$ cat src/rtl/khm_ram.sv
module khm_ram #(
  parameter int unsigned WIDTH = 32,
  parameter int unsigned DEPTH = 16
) (
  input  logic                     clk_i,
  input  logic                     we_i,
  input  logic [$clog2(DEPTH)-1:0] waddr_i,
  input  logic [WIDTH-1:0]         wdata_i,
  input  logic [$clog2(DEPTH)-1:0] raddr_a_i,
  output logic [WIDTH-1:0]         rdata_a_o,
  input  logic [$clog2(DEPTH)-1:0] raddr_b_i,
  output logic [WIDTH-1:0]         rdata_b_o
);

  logic [WIDTH-1:0] mem_q [DEPTH];
  logic [WIDTH-1:0] rdata_a_q;
  logic [WIDTH-1:0] rdata_b_q;

  // One write port and two registered read ports.
  always_ff @(posedge clk_i) begin
    if (we_i) begin
      mem_q[waddr_i] <= wdata_i;
    end
    rdata_a_q <= mem_q[raddr_a_i];
    rdata_b_q <= mem_q[raddr_b_i];
  end

  assign rdata_a_o = rdata_a_q;
  assign rdata_b_o = rdata_b_q;

endmodule

$ cat config.mk
export PLATFORM = sky130hd
export DESIGN_NAME = khm_ram
export DESIGN_NICKNAME = d
export VERILOG_FILES = /design/src/rtl/khm_ram.sv
export SDC_FILE = /design/constraint.sdc
export NUM_CORES = 1
export LEC_CHECK = 0
export BUFFER_PORTS_ARGS = -buffer_cell sky130_fd_sc_hd__buf_4
export CORE_MARGIN = 8
export CORE_UTILIZATION = 66
export CTS_CLUSTER_SIZE = 14
export DETAILED_ROUTE_END_ITERATION = 7
export PLACE_DENSITY = 0.85
export SYNTH_ARGS = -nofsm -noshare
export SYNTH_HDL_FRONTEND = slang
export SYNTH_SLANG_ARGS = --single-unit
$ cat constraint.sdc
create_clock -name clk_i -period 7.25 [get_ports clk_i]
set_input_delay 1.45 -clock clk_i [delete_from_list [all_inputs] [get_ports clk_i]]
set_output_delay 1.45 -clock clk_i [all_outputs]
set_load 0.01 [all_outputs]
Yosys cells after proc, flatten, opt, wreduce, memory -nomap -nowiden
Memory sizes are Yosys's and may differ from the RTL's. A register that Yosys moved wholly into a read port is not among the register bits.
Cells that the tools add are included.
{"block": "classes", "add_sub_neg": 0, "multipliers": 0, "div_mod_pow": 0, "magnitude_cmp": 0, "eq_ne": 0, "shifts": 0, "muxes": 2, "bitwise_logic": 0, "n_reduce_logical": 0}
{"cell": "two-way mux 1 bit", "count": 2}
{"block": "totals", "ff_bits": 0, "latch_bits": 0, "ramBits": 512, "mem_bits_ro": 0, "in_bits": 46, "output_inout_bits": 64, "word_cells": 3, "mem_count": 1}
{"name": "mem_q", "words": 16, "word_bits": 32, "rd": 2, "rd_clocked_by_memory_dff": 2, "write_ports": 1, "line": "15", "source": "logic [WIDTH-1:0] mem_q [DEPTH];"}

Logic depth before layout (Yosys ltp)
{"block": "depth", "word_depth": 2, "depth_mapped": 5}

Worst setup path before layout
No wires, ideal clock.
{"block": "synth_path", "path_kind": "input port to flip-flop", "startpoint": "input port waddr_i[2]", "endpoint": "memory mem_q[0][0], enable pin", "arrival_time_ns": 4.168, "required_ns": 6.789, "path_slack_ns": 2.620, "stages": 2, "n_path_buf": 0, "cell_sequence": "or3b_2 nor3_1"}
{"element": "start: declaration", "line": "7", "source": "input logic [$clog2(DEPTH)-1:0] waddr_i,"}
{"element": "end: declaration", "line": "15"}
Straight into the memory's write port.

==> results.json <==
{
  "hold_buffers": 0,
  "drc": 0,
  "fin_crit_ns": 3.258,
  "worst-path-buf-inv": 2,
  "clkLatencyLatePin_ns": 0.61,
  "n_antenna_cell": 0,
  "drtIter0Drc": 1636,
  "fin_setup_tns_ns": 0,
  "final_cell_area_um2": 27410,
  "postSynthAreaPerCell_um2": 21.20,
  "wl_mm": 59.55,
  "die_width_um": 207.4,
  "clock_path_buffers": 3,
  "coreArea_um2": 36350,
  "pwr-share-seq_pct": 52.2,
  "vias_per_cell": 7.396,
  "path_delay_family": "buffers and inverters",
  "clkTransAtPathRegs_ns": 0.06,
  "slew_viol_final": 0,
  "routedWlPerCell_um": 33.72,
  "syn_nets": 1187,
  "seqCellArea_um2": 16660,
  "tightestPinTransition_ns": 1.159,
  "final_util_pct": 75.41,
  "place.gp.congestion": 0.7211,
  "area_growth_syn_to_layout_pct": 13.33,
  "multi_input_area_um2": 7279,
  "cts_tree": "built",
  "ys_ff_latch": 576,
  "dp_hpwl_mm": 30.10,
  "intPower_mw": 5.644,
  "fmax_mhz": 306.9,
  "p_clk_share_pct": 39.9,
  "cts_sinks": 576,
  "cts_resized": 0,
  "ant_nets": 0,
  "fin_crit_sh_pct": 44.94,
  "start_util_pct": 66.55,
  "synth-seq-area-share_pct": 68.86,
  "hold_path_class": "reg2reg",
  "grt_usage_pct": 27.94,
  "setup_ws_ns": 3.992,
  "worstPathCellList": "clkbuf_8 > buf_4 > mux4_2 > a22oi_1 > nand2_1",
  "root_buffer": "clkbuf_16",
  "grt_pass1_wl_mm": 88.75,
  "cts_max_level": 2,
  "drive_gt1_share_pct": 38.98,
  "rsz0062_at_grt": "false",
  "critPathSlowestCell": "buf_4",
  "nFillCells": 1860,
  "worstSetupPathType": "in2reg",
  "grt_max_degree": 69,
  "fp.dieH_um": 207.4,
  "antenna_found_initial": 0,
  "slew-limit-headroom_pct": 22.75,
  "final_nets": 1298,
  "fin_skew_ns": 0.02154,
  "grt_pass1_vias": 14040,
  "yosys.cell_types.count": 17,
  "critPathMaxFanout": 68,
  "overflow": 0,
  "power.leakage_nw": 8.976,
  "syn-cell-area_um2": 24190,
  "combPwrFrac_pct": 7.9,
  "ios": 110,
  "first_pass_iters": 6,
  "critical_path.endpoint_type": "flip-flop",
  "worst-endpoint-required_ns": 7.72,
  "syn_inst": 1141,
  "port_buffers": 109,
  "arrival_ns": 3.72,
  "start_kind": "primary input",
  "placed_cell_area_um2": 25580,
  "fp-row-count": 70,
  "setup_violations": 0,
  "status": "finished, final reports clean",
  "synth_warnings": 0,
  "slowest_delay_ns": 0.69,
  "vias": 13060,
  "p_per_area_nw_per_um2": 262.9,
  "cts_buffers": 55,
  "drv_cap": 0,
  "hold_viol": 0,
  "ir_drop_mv": 0.2736,
  "swShare_pct": 21.68,
  "die_area_um2": 43030,
  "post_cts_buffers": 0,
  "dp_slack_ns": 3.296,
  "p_sw_mw": 1.562
}
## cell usage in the layout (no fill, tap or decap), types with 3 or more instances in the layout
| master | n |
|---|---|
| clkbuf_8 | 9 |
| clkinv_1 | 8 |
| edfxtp_1 | 512 |
| mux4_2 | 256 |
| clkbuf_1 | 10 |
| clkinvlp_4 | 3 |
| nand2_1 | 65 |
| nor3_2 | 4 |
| clkbuf_16 | 56 |
| buf_4 | 138 |
| a22oi_1 | 128 |
| clkinv_2 | 11 |
| nor2_4 | 14 |
| dfxtp_1 | 64 |
| bufinv_16 | 5 |
| nor2b_4 | 4 |
## tightest hold or removal path, delay by kind of cell (launching register included)
| family | cells | cell delay (ns) |
|---|---|---|
| DFF | 1 | 0.33 |
| and+or+nand+nor | 1 | 0.06 |
| muxes | 1 | 0.23 |
| AOI/OAI and AO/OA | 1 | 0.06 |
## synthesized netlist by cell type
cell type,instances,area (um2)
edfxtp_1,512,15370
mux4_2,256,5766
a22oi_1,128,960.9
nand2_1,65,244.0
dfxtp_1,64,1281
clkbuf_1,39,146.4
buf_4,18,135.1
buf_2,16,80.08
nor2_1,14,52.55
buf_1,13,48.80
nor2b_1,4,25.02
nor3_1,4,20.02
and2_1,2,12.51
nand2b_1,2,12.51
nand3b_1,2,15.01
nand3_1,1,5.000
or3b_2,1,8.760
## metrics by stage
stage	hold WS (ns)	power, mW	std cells
after CTS	0.7044	7.235	1766
after global routing	0.7368	7.405	1766
after global placement	0.6709	4.374	1663
after floorplan	0.6554	4.155	1141
after detailed placement	0.6940	4.396	1663
final	0.7034	7.206	1766
## cell families (layout without fill, tap and decap cells)
logic type	count (synthesis)	count (layout)	share of synthesized area, %
flip-flops	576	576	68.86
buffers and inverters	86	243	1.697
AO/OA/AOI/OAI	128	128	3.973
AND/OR/NAND/NOR	95	95	1.635
multiplexers	256	256	23.84
## state kept, by name (all words and copies together), names as in the netlist
| register | cells |
|---|---|
| mem_q | 512 |
| rdata_a_o | 32 |
| rdata_b_o | 32 |
## path summary, 6_finish.rpt
kind / slack [ns] / depth (start not counted) / start / endpoint
worst max register to register: 5.77 / 3 / mem_q[11][26] / rdata_b_o[26]
worst min-delay path: 0.70 / 3 / mem_q[6][18] / rdata_a_o[18]
worst min register to register: 0.70 / 3 / mem_q[6][18] / rdata_a_o[18]
worst max-delay path: 3.99 / 5 / raddr_a_i[0] / rdata_a_o[20]
## layer usage
| layer | vias to the layer above | GRT usage, % | part of all wire (%) |
|---|---|---|---|
| met5 | - | 0 | 0 |
| met4 | 0 | 15.38 | 5.6 |
| met3 | 236 | 5.465 | 10 |
| met2 | 948 | 48.18 | 52 |
| met1 | 6702 | 33.00 | 32 |
| li1 | 5175 | - | - |
## final cells by class
cell class / count / share of cell area (%)
multi-input cells: 479 / 26.56
flip-flops and latches: 576 / 60.76
clock buffers: 73 / 5.601
clock inverters: 30 / 1.064
repair buffers: 140 / 3.880
well taps: 468 / 2.136
## power by group through the flow
stage	logic [mW]	registers [mW]	clock network [mW]
2_1_floorplan	0.320	3.83	0
3_3_place_gp	0.556	3.82	0
3_5_place_dp	0.570	3.83	0
4_1_cts	0.575	3.76	2.90
5_1_grt	0.604	3.77	3.03
6_report	0.573	3.76	2.87
Power figures use the tool's default switching activity.
